$ cat src/rtl/core/qdc_pkg.sv
// Shared types, constants and position arithmetic for the quadrature detent counter.
package qdc_pkg;

	// Display position is held as a sign and four BCD digits, most significant digit at the highest index.
	localparam int unsigned DIGITS = 4;

	typedef logic [3:0] bcd_t;
	typedef bcd_t [DIGITS-1:0] mag_t;

	typedef struct packed {
		logic neg;
		mag_t dig;
	} pos_t;

	typedef enum logic [1:0] {
		DIR_NONE,
		DIR_CW,
		DIR_CCW
	} dir_t;

	localparam logic [7:0] CMD_PREFIX = 8'd254;
	localparam logic [7:0] CMD_HOME   = 8'd128;
	localparam logic [7:0] CHAR_SPACE = 8'h20;
	localparam logic [7:0] CHAR_MINUS = 8'h2d;
	localparam logic [7:0] CHAR_ZERO  = 8'h30;

	localparam logic [3:0] DETENT_RESET = 4'd4;

	// Fixed head of every burst: prefix, home, four spaces, prefix, home.
	localparam logic [3:0] HEAD_LEN = 4'd8;

	localparam bcd_t BCD_NINE = 4'd9;
	localparam mag_t MAG_ZERO = '0;
	localparam mag_t MAG_POS_MAX = {BCD_NINE, BCD_NINE, BCD_NINE, BCD_NINE};
	localparam mag_t MAG_NEG_MAX = {4'd0, BCD_NINE, BCD_NINE, BCD_NINE};

	localparam int unsigned QDEPTH = 4;
	localparam int unsigned QPTR_W = $clog2(QDEPTH);
	localparam int unsigned QCNT_W = $clog2(QDEPTH + 1);

	// Position of a phase along the Gray sequence 00, 01, 11, 10.
	function automatic logic [1:0] gray_index(logic [1:0] p);
		return {p[1], p[1] ^ p[0]};
	endfunction

	function automatic dir_t step_dir(logic [1:0] old_p, logic [1:0] new_p);
		logic [1:0] io;
		logic [1:0] in;
		io = gray_index(old_p);
		in = gray_index(new_p);
		if (in == io + 2'd1)
			return DIR_CW;
		else if (io == in + 2'd1)
			return DIR_CCW;
		else
			return DIR_NONE;
	endfunction

	function automatic mag_t mag_inc(mag_t m);
		mag_t r;
		logic carry;
		r = m;
		carry = 1'b1;
		for (int i = 0; i < DIGITS; i++) begin
			if (carry) begin
				if (m[i] == BCD_NINE) begin
					r[i] = 4'd0;
				end else begin
					r[i] = m[i] + 4'd1;
					carry = 1'b0;
				end
			end
		end
		return r;
	endfunction

	function automatic mag_t mag_dec(mag_t m);
		mag_t r;
		logic borrow;
		r = m;
		borrow = 1'b1;
		for (int i = 0; i < DIGITS; i++) begin
			if (borrow) begin
				if (m[i] == 4'd0) begin
					r[i] = BCD_NINE;
				end else begin
					r[i] = m[i] - 4'd1;
					borrow = 1'b0;
				end
			end
		end
		return r;
	endfunction

	// One count clockwise, holding at +9999.
	function automatic pos_t pos_up(pos_t p);
		pos_t r;
		r = p;
		if (p.neg) begin
			r.dig = mag_dec(p.dig);
			r.neg = (r.dig != MAG_ZERO);
		end else if (p.dig != MAG_POS_MAX) begin
			r.dig = mag_inc(p.dig);
		end
		return r;
	endfunction

	// One count counter-clockwise, holding at -999.
	function automatic pos_t pos_down(pos_t p);
		pos_t r;
		r = p;
		if (!p.neg) begin
			if (p.dig == MAG_ZERO) begin
				r.neg = 1'b1;
				r.dig = mag_inc(MAG_ZERO);
			end else begin
				r.dig = mag_dec(p.dig);
			end
		end else if (p.dig != MAG_NEG_MAX) begin
			r.dig = mag_inc(p.dig);
		end
		return r;
	endfunction

	// Number of printed digits, without leading zeros; zero prints as one digit.
	function automatic logic [2:0] digit_count(mag_t m);
		if (m[3] != 4'd0)
			return 3'd4;
		else if (m[2] != 4'd0)
			return 3'd3;
		else if (m[1] != 4'd0)
			return 3'd2;
		else
			return 3'd1;
	endfunction

endpackage

$ cat src/rtl/core/qdc_front.sv
// Front end: decodes encoder phases, counts detent runs and tracks the display position.
module qdc_front (
	input  logic               clk,
	input  logic               arst_n,
	input  logic [3:0]         detent_steps,
	input  logic               in_valid,
	output logic               in_ready,
	input  logic               phase_a,
	input  logic               phase_b,
	input  logic               full,
	output logic               push,
	output qdc_pkg::pos_t      push_data
);

	logic [1:0]    last_phase_q;
	logic [3:0]    cw_run_q;
	logic [3:0]    ccw_run_q;
	qdc_pkg::pos_t pos_q;

	logic [1:0]    phase;
	qdc_pkg::dir_t dir;
	logic [3:0]    cw_next;
	logic [3:0]    ccw_next;
	logic          cw_done;
	logic          ccw_done;
	logic          accept;

	// Items that finish no detent would not need queue space, but a simple
	// full check keeps the ready path short.
	assign in_ready = !full;
	assign accept   = in_valid && in_ready;

	assign phase    = {phase_a, phase_b};
	assign dir      = qdc_pkg::step_dir(last_phase_q, phase);
	assign cw_next  = cw_run_q + 4'd1;
	assign ccw_next = ccw_run_q + 4'd1;
	assign cw_done  = (dir == qdc_pkg::DIR_CW) && (cw_next >= detent_steps);
	assign ccw_done = (dir == qdc_pkg::DIR_CCW) && (ccw_next >= detent_steps);

	assign push      = accept && (cw_done || ccw_done);
	assign push_data = cw_done ? qdc_pkg::pos_up(pos_q) : qdc_pkg::pos_down(pos_q);

	always_ff @(posedge clk or negedge arst_n) begin
		if (!arst_n) begin
			last_phase_q <= '0;
			cw_run_q     <= '0;
			ccw_run_q    <= '0;
			pos_q        <= '0;
		end else if (accept) begin
			last_phase_q <= phase;
			unique case (dir)
				qdc_pkg::DIR_CW: begin
					ccw_run_q <= '0;
					cw_run_q  <= cw_done ? 4'd0 : cw_next;
				end
				qdc_pkg::DIR_CCW: begin
					cw_run_q  <= '0;
					ccw_run_q <= ccw_done ? 4'd0 : ccw_next;
				end
				default: begin
				end
			endcase
			if (cw_done || ccw_done)
				pos_q <= push_data;
		end
	end

endmodule

$ cat src/rtl/core/qdc_queue.sv
// Small queue of updated positions between the decoder and the burst generator.
module qdc_queue (
	input  logic          clk,
	input  logic          arst_n,
	input  logic          push,
	input  qdc_pkg::pos_t push_data,
	input  logic          pop,
	output qdc_pkg::pos_t pop_data,
	output logic          full,
	output logic          empty
);

	qdc_pkg::pos_t                mem_q [qdc_pkg::QDEPTH];
	logic [qdc_pkg::QPTR_W-1:0]   wr_ptr_q;
	logic [qdc_pkg::QPTR_W-1:0]   rd_ptr_q;
	logic [qdc_pkg::QCNT_W-1:0]   count_q;

	assign full     = (count_q == qdc_pkg::QCNT_W'(qdc_pkg::QDEPTH));
	assign empty    = (count_q == '0);
	assign pop_data = mem_q[rd_ptr_q];

	always_ff @(posedge clk) begin
		if (push)
			mem_q[wr_ptr_q] <= push_data;
	end

	always_ff @(posedge clk or negedge arst_n) begin
		if (!arst_n) begin
			wr_ptr_q <= '0;
			rd_ptr_q <= '0;
			count_q  <= '0;
		end else begin
			if (push)
				wr_ptr_q <= wr_ptr_q + qdc_pkg::QPTR_W'(1);
			if (pop)
				rd_ptr_q <= rd_ptr_q + qdc_pkg::QPTR_W'(1);
			if (push && !pop)
				count_q <= count_q + qdc_pkg::QCNT_W'(1);
			else if (pop && !push)
				count_q <= count_q - qdc_pkg::QCNT_W'(1);
		end
	end

	a_no_overflow: assert property (@(posedge clk) disable iff (!arst_n)
		push |-> !full || pop)
		else $error("queue written while full");

	a_no_underflow: assert property (@(posedge clk) disable iff (!arst_n)
		pop |-> !empty)
		else $error("queue read while empty");

	a_count_bound: assert property (@(posedge clk) disable iff (!arst_n)
		count_q <= qdc_pkg::QCNT_W'(qdc_pkg::QDEPTH))
		else $error("queue count beyond depth");

	a_count_track: assert property (@(posedge clk) disable iff (!arst_n)
		(push && !pop) |=> count_q == $past(count_q) + qdc_pkg::QCNT_W'(1))
		else $error("queue count missed a write");

endmodule

$ cat src/rtl/core/qdc_burst.sv
// Back end: turns a queued position into the LCD byte burst, one byte per cycle while out_ready is high.
module qdc_burst (
	input  logic          clk,
	input  logic          arst_n,
	input  logic          empty,
	input  qdc_pkg::pos_t pop_data,
	output logic          pop,
	output logic          out_valid,
	input  logic          out_ready,
	output logic [7:0]    lcd_byte,
	output logic          last_byte
);

	logic          busy_q;
	qdc_pkg::pos_t cur_q;
	logic [3:0]    idx_q;
	logic          valid_q;
	logic [7:0]    byte_q;
	logic          last_q;

	logic          advance;
	logic [2:0]    nd;
	logic [3:0]    last_idx;
	logic [2:0]    j;
	logic [2:0]    m;
	logic [2:0]    sel;
	logic [7:0]    next_byte;
	logic          next_last;

	assign advance = !valid_q || out_ready;
	assign pop     = !busy_q && !empty;

	assign nd        = qdc_pkg::digit_count(cur_q.dig);
	assign last_idx  = qdc_pkg::HEAD_LEN + {3'b0, cur_q.neg} + {1'b0, nd} - 4'd1;
	assign next_last = (idx_q == last_idx);
	assign j         = idx_q[2:0];
	assign m         = j - {2'b0, cur_q.neg};
	assign sel       = nd - 3'd1 - m;

	always_comb begin
		if (!idx_q[3]) begin
			unique case (idx_q[2:0])
				3'd0, 3'd6: next_byte = qdc_pkg::CMD_PREFIX;
				3'd1, 3'd7: next_byte = qdc_pkg::CMD_HOME;
				default:    next_byte = qdc_pkg::CHAR_SPACE;
			endcase
		end else if (cur_q.neg && (j == 3'd0)) begin
			next_byte = qdc_pkg::CHAR_MINUS;
		end else begin
			next_byte = qdc_pkg::CHAR_ZERO + {4'b0, cur_q.dig[sel[1:0]]};
		end
	end

	always_ff @(posedge clk) begin
		if (pop)
			cur_q <= pop_data;
		if (advance && busy_q) begin
			byte_q <= next_byte;
			last_q <= next_last;
		end
	end

	always_ff @(posedge clk or negedge arst_n) begin
		if (!arst_n) begin
			busy_q  <= 1'b0;
			idx_q   <= '0;
			valid_q <= 1'b0;
		end else begin
			if (advance) begin
				valid_q <= busy_q;
				if (busy_q) begin
					idx_q <= idx_q + 4'd1;
					if (next_last)
						busy_q <= 1'b0;
				end
			end
			if (pop) begin
				busy_q <= 1'b1;
				idx_q  <= '0;
			end
		end
	end

	assign out_valid = valid_q;
	assign lcd_byte  = byte_q;
	assign last_byte = last_q;

endmodule

$ cat src/rtl/core/quadrature_detent_counter_lcd_unit.sv
// Top level of the quadrature detent counter with serial LCD burst output.
//
// Input channel (in_valid/in_ready, phase_a, phase_b): one word is one sample of the
// two encoder channels. Valid transitions are sorted into clockwise and counter-clockwise
// runs; when a run reaches detent_steps the position (held between -999 and 9999) moves
// by one and a display burst is queued. Other samples only update the stored phase.
// Output channel (out_valid/out_ready, lcd_byte, last_byte): each burst is 9 to 12 words:
// prefix, home, four spaces, prefix, home, then the signed decimal position, with
// last_byte high on its final word.
// Throughput: a sample is taken every cycle while the position queue has room; the
// queue holds four pending bursts. The burst generator sends one word per cycle while
// out_ready is high, and it picks up the next queued position only once the last word
// of a burst has been registered.
// A position that completes a detent passes through the queue and the current-position
// register of the burst generator before its first word is registered at the output.
// A stalled receiver holds the output word; the front keeps accepting samples until the
// queue fills, then drops in_ready. Reset clears the phase, runs, position, queue and
// output, and sets detent_steps to 4. Configuration is an APB port with one register,
// detent_steps, at address 0.
module quadrature_detent_counter_lcd_unit (
	input  logic        clk,
	input  logic        arst_n,
	input  logic        psel,
	input  logic        penable,
	input  logic        pwrite,
	input  logic [2:0]  paddr,
	input  logic [31:0] pwdata,
	output logic [31:0] prdata,
	output logic        pready,
	input  logic        in_valid,
	output logic        in_ready,
	input  logic        phase_a,
	input  logic        phase_b,
	output logic        out_valid,
	input  logic        out_ready,
	output logic [7:0]  lcd_byte,
	output logic        last_byte
);

	// Register index taken from the word address.
	localparam logic REG_DETENT = 1'b0;

	logic [3:0]    detent_q;
	logic          cfg_write;

	logic          push;
	logic          pop;
	logic          full;
	logic          empty;
	qdc_pkg::pos_t push_data;
	qdc_pkg::pos_t pop_data;

	assign pready    = 1'b1;
	assign cfg_write = psel && penable && pwrite && pready;
	assign prdata    = (paddr[2] == REG_DETENT) ? {28'b0, detent_q} : 32'b0;

	always_ff @(posedge clk or negedge arst_n) begin
		if (!arst_n) begin
			detent_q <= qdc_pkg::DETENT_RESET;
		end else if (cfg_write && (paddr[2] == REG_DETENT)) begin
			detent_q <= pwdata[3:0];
		end
	end

	// Decoder and position tracker; pushes a new position for each completed detent.
	qdc_front u_front (
		.clk          (clk),
		.arst_n       (arst_n),
		.detent_steps (detent_q),
		.in_valid     (in_valid),
		.in_ready     (in_ready),
		.phase_a      (phase_a),
		.phase_b      (phase_b),
		.full         (full),
		.push         (push),
		.push_data    (push_data)
	);

	// Decouples the sample rate from the byte-serial display traffic.
	qdc_queue u_queue (
		.clk       (clk),
		.arst_n    (arst_n),
		.push      (push),
		.push_data (push_data),
		.pop       (pop),
		.pop_data  (pop_data),
		.full      (full),
		.empty     (empty)
	);

	// Formats each queued position into its LCD burst.
	qdc_burst u_burst (
		.clk       (clk),
		.arst_n    (arst_n),
		.empty     (empty),
		.pop_data  (pop_data),
		.pop       (pop),
		.out_valid (out_valid),
		.out_ready (out_ready),
		.lcd_byte  (lcd_byte),
		.last_byte (last_byte)
	);

endmodule

$ cat config.mk
export PLATFORM = sky130hd
export DESIGN_NAME = quadrature_detent_counter_lcd_unit
export DESIGN_NICKNAME = d
export VERILOG_FILES = /design/src/rtl/core/qdc_pkg.sv /design/src/rtl/core/qdc_front.sv /design/src/rtl/core/qdc_queue.sv /design/src/rtl/core/qdc_burst.sv /design/src/rtl/core/quadrature_detent_counter_lcd_unit.sv
export SDC_FILE = /design/constraint.sdc
export NUM_CORES = 1
export LEC_CHECK = 0
export BUFFER_PORTS_ARGS = -buffer_cell sky130_fd_sc_hd__buf_2
export CORE_MARGIN = 4
export CORE_UTILIZATION = 35
export DETAILED_ROUTE_END_ITERATION = 7
export PLACE_DENSITY = 0.56
export SLEW_MARGIN = 10
export SYNTH_ARGS = -nofsm -noshare
export SYNTH_HDL_FRONTEND = slang
export SYNTH_SLANG_ARGS = --single-unit
export TNS_END_PERCENT = 10
$ cat constraint.sdc
create_clock -name clk -period 9.1 [get_ports clk]
set_input_delay 2.275 -clock clk [delete_from_list [all_inputs] [get_ports clk]]
set_output_delay 2.275 -clock clk [all_outputs]
set_load 0.02 [all_outputs]
==> results.cfg, run 1 <==
[synthesis]
synth.avg_cell_area_um2 = 11.7
yosysUniqueCellTypes = 82
synthArstFlopShare_pct = 31.9
synth_cells = 660
syn_area_mm2 = 0.00774
yosysWarnings = 0
synth_seq_cells = 138
yosys_most_used_dff = edfxtp_1
synth_edf_count = 94
synth_seq_area_share_pct = 50.7

[floorplanning]
coreArea_mm2 = 0.0218
die_h_um = 157
rows = 54
fp.dieW_um = 157
dieArea_mm2 = 0.0245
pin_count = 88
initial_core_util_pct = 35.6

[clock_network]
cts.sinks = 138
cts_setup_buffers = 0
ctsResizeCount = 0
cts_buffers = 17
htree_levels = 4
cts_max_path_buffers = 2
cts_hold_buffers = 0
path_clk_slew_ps = 60
root_buffer = clkbuf_16
cts_tree = yes
insertion_delay_ps = 410

[worst_setup_path]
worstSetupEndpointType = primary output
crit_chain = buf_2, nor2b_1, buf_2
worst-path-buf-inv = 2
cp_top_family = buffers and inverters
r2r_setup_slack_ps = 5070
arrival_ps = 2680
cpPeakStageDelay_ps = 170
startpoint = paddr[2]
start_kind = primary input
cpMostUsedCell = buf_2
critPathRequiredTime_ps = 6830
r2r-start = u_front.cw_run_q[0]
cpMaxStageDelayCell = buf_2
path_max_fanout = 5
crit_type = primary input to primary output

[run]
drv_cap = 0

[drt]
drt_iter0_drc = 422
drc = 0
wire_per_inst_um = 17.2
wl_um = 16500
dr_total_vias = 5211
vias_per_cell = 5.43
ant_nets = 0
first_pass_iters = 5

[pwr]
powerDensity_mw_per_mm2 = 326
irDropWorstVdd_uv = 89.3
leakage_nw = 3.13

[sta]
final.min_clock_period_ps = 4950
drv_slew = 0
setup_viol = 0
rsz0062_at_grt = no
fin_skew_ps = 10.9
slew_headroom_pct = 27.8
min_period_over_period_pct = 54.4
totalNegativeSetupSlack_ps = 0
hold_violations = 0
fin_ws_ps = 4150
tightest_slew_ps = 1070
fmaxAchievable_mhz = 202

[layout]
syn_to_final_growth_pct = 10.8
final_common_cell = edfxtp_1
mostFrequentLayoutCells = edfxtp_1, nor2_1, dfrtp_1
drive_above_1_share_pct = 18.8
n_antenna_cell = 0
stdcell_area_mm2 = 0.00857
final_net_count = 734

[grt]
antenna_found_initial = 0
grt_pass1_vias = 5047
grt_start_max_net_pins = 47
grtUsageTotal_pct = 13.9
grt_pass1_wl_um = 27000
grt.overflow.total = 0

[place]
hpwl_um = 11300
dp_slack_ps = 3810
dpl_cell_area_mm2 = 0.00797
io_buffer_count = 28
gp_congestion = 0.851

[status]
status = finished clean

[worst_hold_path]
worst_hold_path_type = flip-flop to flip-flop
worstHoldStart = detent_q[1]
==> final timing paths <==
check / endpoint / depth (start not counted)
hold reg to reg: detent_q[1] / 1
max in group asynchronous: u_burst.idx_q[3] / 2
setup / recovery: prdata[0] / 3
hold / removal: detent_q[1] / 1
min in group asynchronous: u_front.pos_q[1] / 2
setup reg to reg: u_queue.count_q[1] / 12
==> cell families after synthesis <==
group                    after synthesis  share of synthesized area (%)
adder cells (fa/ha/maj)               23                           3.91
XOR/XNOR                              27                           3.06
flip-flops                           138                           50.7
buffers and inverters                 97                           6.42
AND/OR/NAND/NOR                      198                           14.5
AO/OA/AOI/OAI                        130                           11.8
other                                  2                         0.0971
multiplexers                          45                           9.49
==> area by class of cell <==
cell class / instances / area [um2]
clock inverter: 10 / 115
clock buffer: 22 / 485
sequential: 138 / 3930
fill: 2049 / 13200
tap: 280 / 350
inverter: 25 / 93.8
multi-input combinational: 452 / 3420
timing repair buffer: 33 / 178
==> power breakdown <==
part	leakage, nW	total, W	switching [W]	internal [W]
Clock	0.287	0.000693	0.000259	0.000434
Combinational	1.46	0.00100	0.000566	0.000438
Sequential	1.38	0.00110	0.000213	0.000887
Total	3.13	0.00280	0.00104	0.00176
==> worst register-to-register path, delay by kind of cell (launching register included) <==
kind | cells | cell delay [ps]
simple gates | 1 | 70
fa+ha+maj | 4 | 1270
flops | 1 | 420
mux | 1 | 270
buf+inv | 4 | 690
compound gates | 2 | 1190
==> registers in the layout, indices dropped and copies added (netlist names) <==
signal / count
u_queue.mem_q: 68
u_burst.cur_q: 17
u_front.last_phase_q: 2
u_burst.last_byte: 1
detent_q: 4
u_front.ccw_run_q: 4
u_queue.rd_ptr_q: 2
u_burst.busy_q: 1
u_front.cw_run_q: 4
u_burst.lcd_byte: 8
u_burst.out_valid: 1
u_queue.wr_ptr_q: 2
u_front.pos_q: 17
u_queue.count_q: 3
u_burst.idx_q: 4
==> routing by layer <==
metal	share of wire (%)	GRT usage [%]	wire length (um)
met1	44	18.1	7320
met2	49	22.8	8110
met3	5.0	3.46	819
met4	1.6	4.63	256
met5	0	0	0
==> synthesized netlist by cell type (6+ instances only) <==
cell type	number	area, um2
mux4_2	21	473
buf_4	32	240
nand4_1	8	50.1
a21oi_1	22	110
nor2b_1	6	37.5
ha_1	21	263
nor3_1	18	90.1
dfrtp_1	43	1080
a21o_1	7	52.6
clkbuf_1	25	93.8
nor4_1	8	50.1
and2_1	7	43.8
mux2_2	17	191
xor2_1	9	78.8
o21ai_0	27	135
nor2_1	44	165
xnor2_1	18	158
o211ai_1	7	52.6
nand2b_1	10	62.6
mux2i_1	7	70.1
nand3_1	19	95.1
a31oi_1	10	62.6
and3_1	8	50.1
inv_1	24	90.1
edfxtp_1	94	2820
o22ai_1	6	37.5
buf_2	10	50.1
nand2_1	35	131
==> per-stage QoR <==
stage               util (%)  cells  total power [W]  hold WS [ps]
finish                  39.4    960          0.00280           509
CTS                     39.4    960          0.00282           513
floorplan                  -    687          0.00187           467
detailed placement      36.6    928          0.00212           500
global placement        36.6    928          0.00207           494
global route            39.4    960          0.00299           519
Note: power is estimated with default switching activity, not from simulation.
==> run 2: changes to the inputs <==
==> constraint.sdc (replaced) <==
create_clock -name clk -period 5.09 [get_ports clk]
set_input_delay 1.2725 -clock clk [delete_from_list [all_inputs] [get_ports clk]]
set_output_delay 1.2725 -clock clk [all_outputs]
set_load 0.02 [all_outputs]
==> run 2 against run 1 <==
  * Total power is 83% higher
  * Non-clock buffer count is 4 higher
  * Flip-flop and latch count is the same
  * Routed wire length up 0.37%
  * Die area did not move
  * Critical path type is now flip-flop to flip-flop
  * Critical endpoint is now u_queue.count_q[1]
==> results.cfg, run 2 (same netlist as run 1, synthesis figures left out) <==
[clock_network]
cts_buffers = 17
htree_levels = 4
cts_tree = yes
cts.sinks = 138
ctsResizeCount = 0
cts_hold_buffers = 0
root_buffer = clkbuf_16
cts_setup_buffers = 0
cts_max_path_buffers = 2
path_clk_slew_ps = 60
insertion_delay_ps = 420

[grt]
grt_pass1_vias = 5131
grt_start_max_net_pins = 47
grt_pass1_wl_um = 27000
grt.overflow.total = 0
antenna_found_initial = 0
grtUsageTotal_pct = 14.0

[place]
dpl_cell_area_mm2 = 0.00800
place_inst = 932
gp_congestion = 0.847
hpwl_um = 11300
io_buffer_count = 28

[status]
status = finished clean

[floorplanning]
initial_core_util_pct = 35.6
coreArea_mm2 = 0.0218
dieArea_mm2 = 0.0245
pin_count = 88
rows = 54
die_h_um = 157
fp.dieW_um = 157

[layout]
mostFrequentLayoutCells = edfxtp_1, nor2_1, dfrtp_1
drive_above_1_share_pct = 19.0
final_common_cell = edfxtp_1
final_util_pct = 39.7
final_cells = 964
stdcell_area_mm2 = 0.00863
final_net_count = 738
n_antenna_cell = 0
seqCellArea_mm2 = 0.00393
regMostFlops = u_queue.mem_q
fillerInstances = 2086
multi_input_area_mm2 = 0.00342
largest_reg_flops = 68
top_regs = u_queue.mem_q x68, u_burst.cur_q x17, u_front.pos_q x17
syn_to_final_growth_pct = 11.6

[drt]
drc = 0
drt_iter0_drc = 417
first_pass_iters = 7
ant_nets = 0
vias_per_cell = 5.49
dr_total_vias = 5289
wl_um = 16600
wire_per_inst_um = 17.2

[sta]
fmaxAchievable_mhz = 274
totalNegativeSetupSlack_ps = 0
final.min_clock_period_ps = 3650
tightest_slew_ps = 1070
drv_slew = 0
slew_headroom_pct = 27.9
hold_violations = 0
rsz0062_at_grt = no
fin_skew_ps = 8.08
setup_viol = 0
min_period_over_period_pct = 71.7

[worst_setup_path]
path_max_fanout = 5
rr_worst_depth = 10
critPathRequiredTime_ps = 5390
arrival_ps = 3950
start_kind = flip-flop
worstSetupEndpointType = flip-flop
crit_type = flip-flop to flip-flop

[pwr]
irDropWorstVdd_uv = 196
leakage_nw = 3.17
powerDensity_mw_per_mm2 = 592

[worst_hold_path]
worst_hold_path_type = flip-flop to flip-flop
hold_depth = 1

[run]
drv_cap = 0
[run 2: changes by cell type in the layout (fill, tap and decap cells not counted), sizes merged]
| cell | change |
|---|---|
| clkinv | +1 |
| buf | +4 |
| clkbuf | -2 |
| bufinv | +3 |
| clkinvlp | -2 |
[run 2: final cells by class]
class,count,area share (%)
clock inverter,12,2.29
inverter,25,1.09
clock buffer,20,5.06
timing repair buffer,37,2.41
tap,280,4.06
multi-input combinational,452,39.6
sequential,138,45.5
[run 2: power breakdown]
group / switching [W] / internal [W]
Combinational: 0.00102 / 0.000790
Sequential: 0.000386 / 0.00158
Clock: 0.000458 / 0.000867
Total: 0.00186 / 0.00324
[run 2: per-layer routing]
layer	wire length (um)	up-vias	global-route usage, %
met3	695	29	2.85
li1	-	2456	-
met5	0	-	0
met2	8160	160	22.6
met1	7390	2644	18.5
met4	316	0	5.54
[run 2: critical path: stages (launching register included)]
cell       delay, ps
dfrtp_1          420
ha_1             330
ha_1             280
a2111oi_0        630
nor3_2           100
o21bai_1         550
inv_1            200
ha_1             270
inv_1             80
fa_1             390
mux2_2           270
[run 2: path summary, 6_finish.rpt]
| kind | from | end | slack [ps] |
|---|---|---|---|
| worst min register to register | u_front.cw_run_q[3] | u_front.cw_run_q[3] | 510 |
| max in group asynchronous | arst_n | u_burst.idx_q[3] | 3670 |
| worst max register to register | u_front.cw_run_q[0] | u_queue.count_q[1] | 1440 |
| worst max-delay path | u_front.cw_run_q[0] | u_queue.count_q[1] | 1440 |
| min in group asynchronous | arst_n | u_front.pos_q[2] | 960 |
| worst min-delay path | u_front.cw_run_q[3] | u_front.cw_run_q[3] | 510 |
[run 2: stage by stage]
stage / total power (W) / hold WS, ps / setup WS (ps)
2_1_floorplan: 0.00334 / 467 / 1500
3_3_place_gp: 0.00371 / 490 / 1320
3_5_place_dp: 0.00379 / 491 / 1290
4_1_cts: 0.00513 / 503 / 1460
5_1_grt: 0.00544 / 528 / 1200
6_report: 0.00511 / 506 / 1440
==> run 3: changes to the inputs <==
--- a/config.mk
+++ b/config.mk
@@ -5,11 +5,12 @@
 export SDC_FILE = /design/constraint.sdc
 export NUM_CORES = 1
 export LEC_CHECK = 0
+export ABC_AREA = 1
 export BUFFER_PORTS_ARGS = -buffer_cell sky130_fd_sc_hd__buf_2
 export CORE_MARGIN = 4
 export CORE_UTILIZATION = 35
 export DETAILED_ROUTE_END_ITERATION = 7
-export PLACE_DENSITY = 0.56
+export PLACE_DENSITY = 0.58
 export SLEW_MARGIN = 10
 export SYNTH_ARGS = -nofsm -noshare
 export SYNTH_HDL_FRONTEND = slang
==> constraint.sdc (replaced) <==
create_clock -name clk -period 3.27 [get_ports clk]
set_input_delay 0.8175 -clock clk [delete_from_list [all_inputs] [get_ports clk]]
set_output_delay 0.8175 -clock clk [all_outputs]
set_load 0.02 [all_outputs]
==> run 3 against run 2 <==
  * First-iteration DRC count up 18%
  * Via count up 5.3%
  * Routed wire length down 4.8%
  * Cell area down 1.3%
  * Count of clock-buffer cells in the layout down 1
  * Clock skew up 1.3 ps
  * Flip-flop and latch count unchanged
  * Clock power up 42%
  * Hold slack worse by 150 ps
  * Combinational power up 59%
  * Sequential power up 40%
  * Die area down 1.7%
  * Critical path type unchanged
==> results.cfg, run 3 <==
[drt]
first_pass_iters = 5
dr_total_vias = 5569
vias_per_cell = 4.73
drc = 0
ant_nets = 0
wire_per_inst_um = 13.4
wl_um = 15800
drt_iter0_drc = 491

[layout]
final_net_count = 957
drive_above_1_share_pct = 12.7
largest_reg_flops = 68
final_common_cell = nand2_1
regMostFlops = u_queue.mem_q
n_antenna_cell = 0
mostFrequentLayoutCells = nand2_1, nor2_1, edfxtp_1
top_regs = u_queue.mem_q x68, u_burst.cur_q x17, u_front.pos_q x17
stdcell_area_mm2 = 0.00852
syn_to_final_growth_pct = 12.2

[worst_setup_path]
cp_top_family = buffers and inverters
worstSetupEndpointType = flip-flop
arrival_ps = 2980
path_max_fanout = 19
cpMostUsedCell = nand2_1
path_depth = 15
crit_type = flip-flop to flip-flop
r2r_setup_slack_ps = 390
cpPeakStageDelay_ps = 420
critPathRequiredTime_ps = 3370
cpMaxStageDelayCell = dfrtp_1
r2r-start = u_front.ccw_run_q[0]
regToRegEndpoint = u_queue.mem_q[0][4]
start_kind = flip-flop
worst-path-buf-inv = 5
rr_worst_depth = 15
crit_chain = ha_1, xnor2_1, inv_1, ha_1, nand2_1, inv_1, o21ai_0, nand2_1, a31o_2, nand2_1, o21ai_2, buf_4, inv_2, nor2_1, buf_4

[sta]
setup_viol = 0
hold_violations = 0
drv_slew = 0
holdWs_ps = 353
totalNegativeSetupSlack_ps = 0
final.min_clock_period_ps = 2880
tightest_slew_ps = 999
rsz0062_at_grt = no
fmaxAchievable_mhz = 347
slew_headroom_pct = 33.3
fin_skew_ps = 9.36
fin_ws_ps = 388
min_period_over_period_pct = 88.1

[status]
status = finished clean

[clock_network]
cts_buffers = 17
cts_tree = yes
path_clk_slew_ps = 60
htree_levels = 4
ctsResizeCount = 0
insertion_delay_ps = 430
cts_setup_buffers = 0
cts_max_path_buffers = 2
root_buffer = clkbuf_16
cts.sinks = 138
cts_hold_buffers = 0

[grt]
grt_start_max_net_pins = 37
grtUsageTotal_pct = 13.5
grt.overflow.total = 0
grt_pass1_vias = 5235
antenna_found_initial = 0
grt_pass1_wl_um = 25900

[synthesis]
synth_edf_count = 94
syn_area_mm2 = 0.00760
yosysWarnings = 0
synth.avg_cell_area_um2 = 8.85
yosys_most_used_dff = edfxtp_1
yosys-top-cells-area = edfxtp_1, dfrtp_1, nand2_1, o21ai_0, nor2_1
synth_seq_area_share_pct = 51.7
yosysMostFrequentCell = nand2_1
synth_top_area_share_pct = 37.2
synth_seq_cells = 138
synth_cells = 858
synth_common_cells = nand2_1, nor2_1, edfxtp_1, o21ai_0, inv_1
synthArstFlopShare_pct = 31.9
yosysTopAreaCell = edfxtp_1
yosysUniqueCellTypes = 41

[floorplanning]
rows = 53
die_h_um = 155
coreArea_mm2 = 0.0212
pin_count = 88
initial_core_util_pct = 35.9
dieArea_mm2 = 0.0241
fp.dieW_um = 155

[place]
dp_slack_ps = 395
io_buffer_count = 28
dpl_cell_area_mm2 = 0.00794
gp_congestion = 0.883
hpwl_um = 11000

[pwr]
total_power_w = 0.00752
powerDensity_mw_per_mm2 = 883
leakage_nw = 3.68
irDropWorstVdd_uv = 332

[run]
drv_cap = 0

[worst_hold_path]
worst_hold_path_type = primary input to asynchronous set/reset pin
-- run 3: final cells by class --
cell class / count / area [um2]
clock inverters: 13 / 145
fillers: 2081 / 12600
well taps: 275 / 344
inverters: 87 / 327
clock buffers: 19 / 433
repair buffers: 40 / 230
multi-input cells: 606 / 3120
flip-flops and latches: 138 / 3930
-- run 3: power by group --
part / total [W] / switching [W] / internal, W
Combinational: 0.00288 / 0.00195 / 0.000927
Clock: 0.00189 / 0.000762 / 0.00113
Sequential: 0.00276 / 0.000304 / 0.00245
-- run 3: metal layers --
| layer | GRT usage, % | vias up | wire length (um) |
|---|---|---|---|
| met4 | 5.00 | 0 | 246 |
| met2 | 21.5 | 114 | 7350 |
| met1 | 17.8 | 2573 | 7500 |
| met5 | 0 | - | 0 |
| met3 | 3.31 | 22 | 664 |
| li1 | - | 2860 | - |
-- run 3: worst max path at each step --
stage,startpoint,endpoint,slack (ps)
final,u_front.ccw_run_q[0],u_queue.mem_q[0][4],390
after CTS,u_front.ccw_run_q[0],u_queue.mem_q[3][5],370
after floorplan,u_front.cw_run_q[0],u_queue.count_q[2],340
after global placement,u_front.cw_run_q[0],u_queue.mem_q[3][1],450
after detailed placement,u_front.ccw_run_q[0],u_queue.mem_q[3][2],400
after global routing,u_front.ccw_run_q[0],u_queue.mem_q[2][5],80
-- run 3: cells by family (layout without fill, tap and decap cells) --
logic type	count (synthesis)	count (layout)	synth area share, %
simple gates	370	370	21.1
buf+inv	141	159	8.65
xor+xnor	24	24	2.77
flops	138	138	51.7
fa+ha+maj	23	23	3.99
compound gates	159	159	11.6
other cells	2	29	0.0989
mux	1	1	0.132
-- run 3: metrics by stage --
stage | instances | util [%]
3_3_place_gp | 1146 | 37.5
6_report | 1178 | 40.3
2_1_floorplan | 885 | -
3_5_place_dp | 1146 | 37.5
5_1_grt | 1178 | 40.3
4_1_cts | 1178 | 40.3
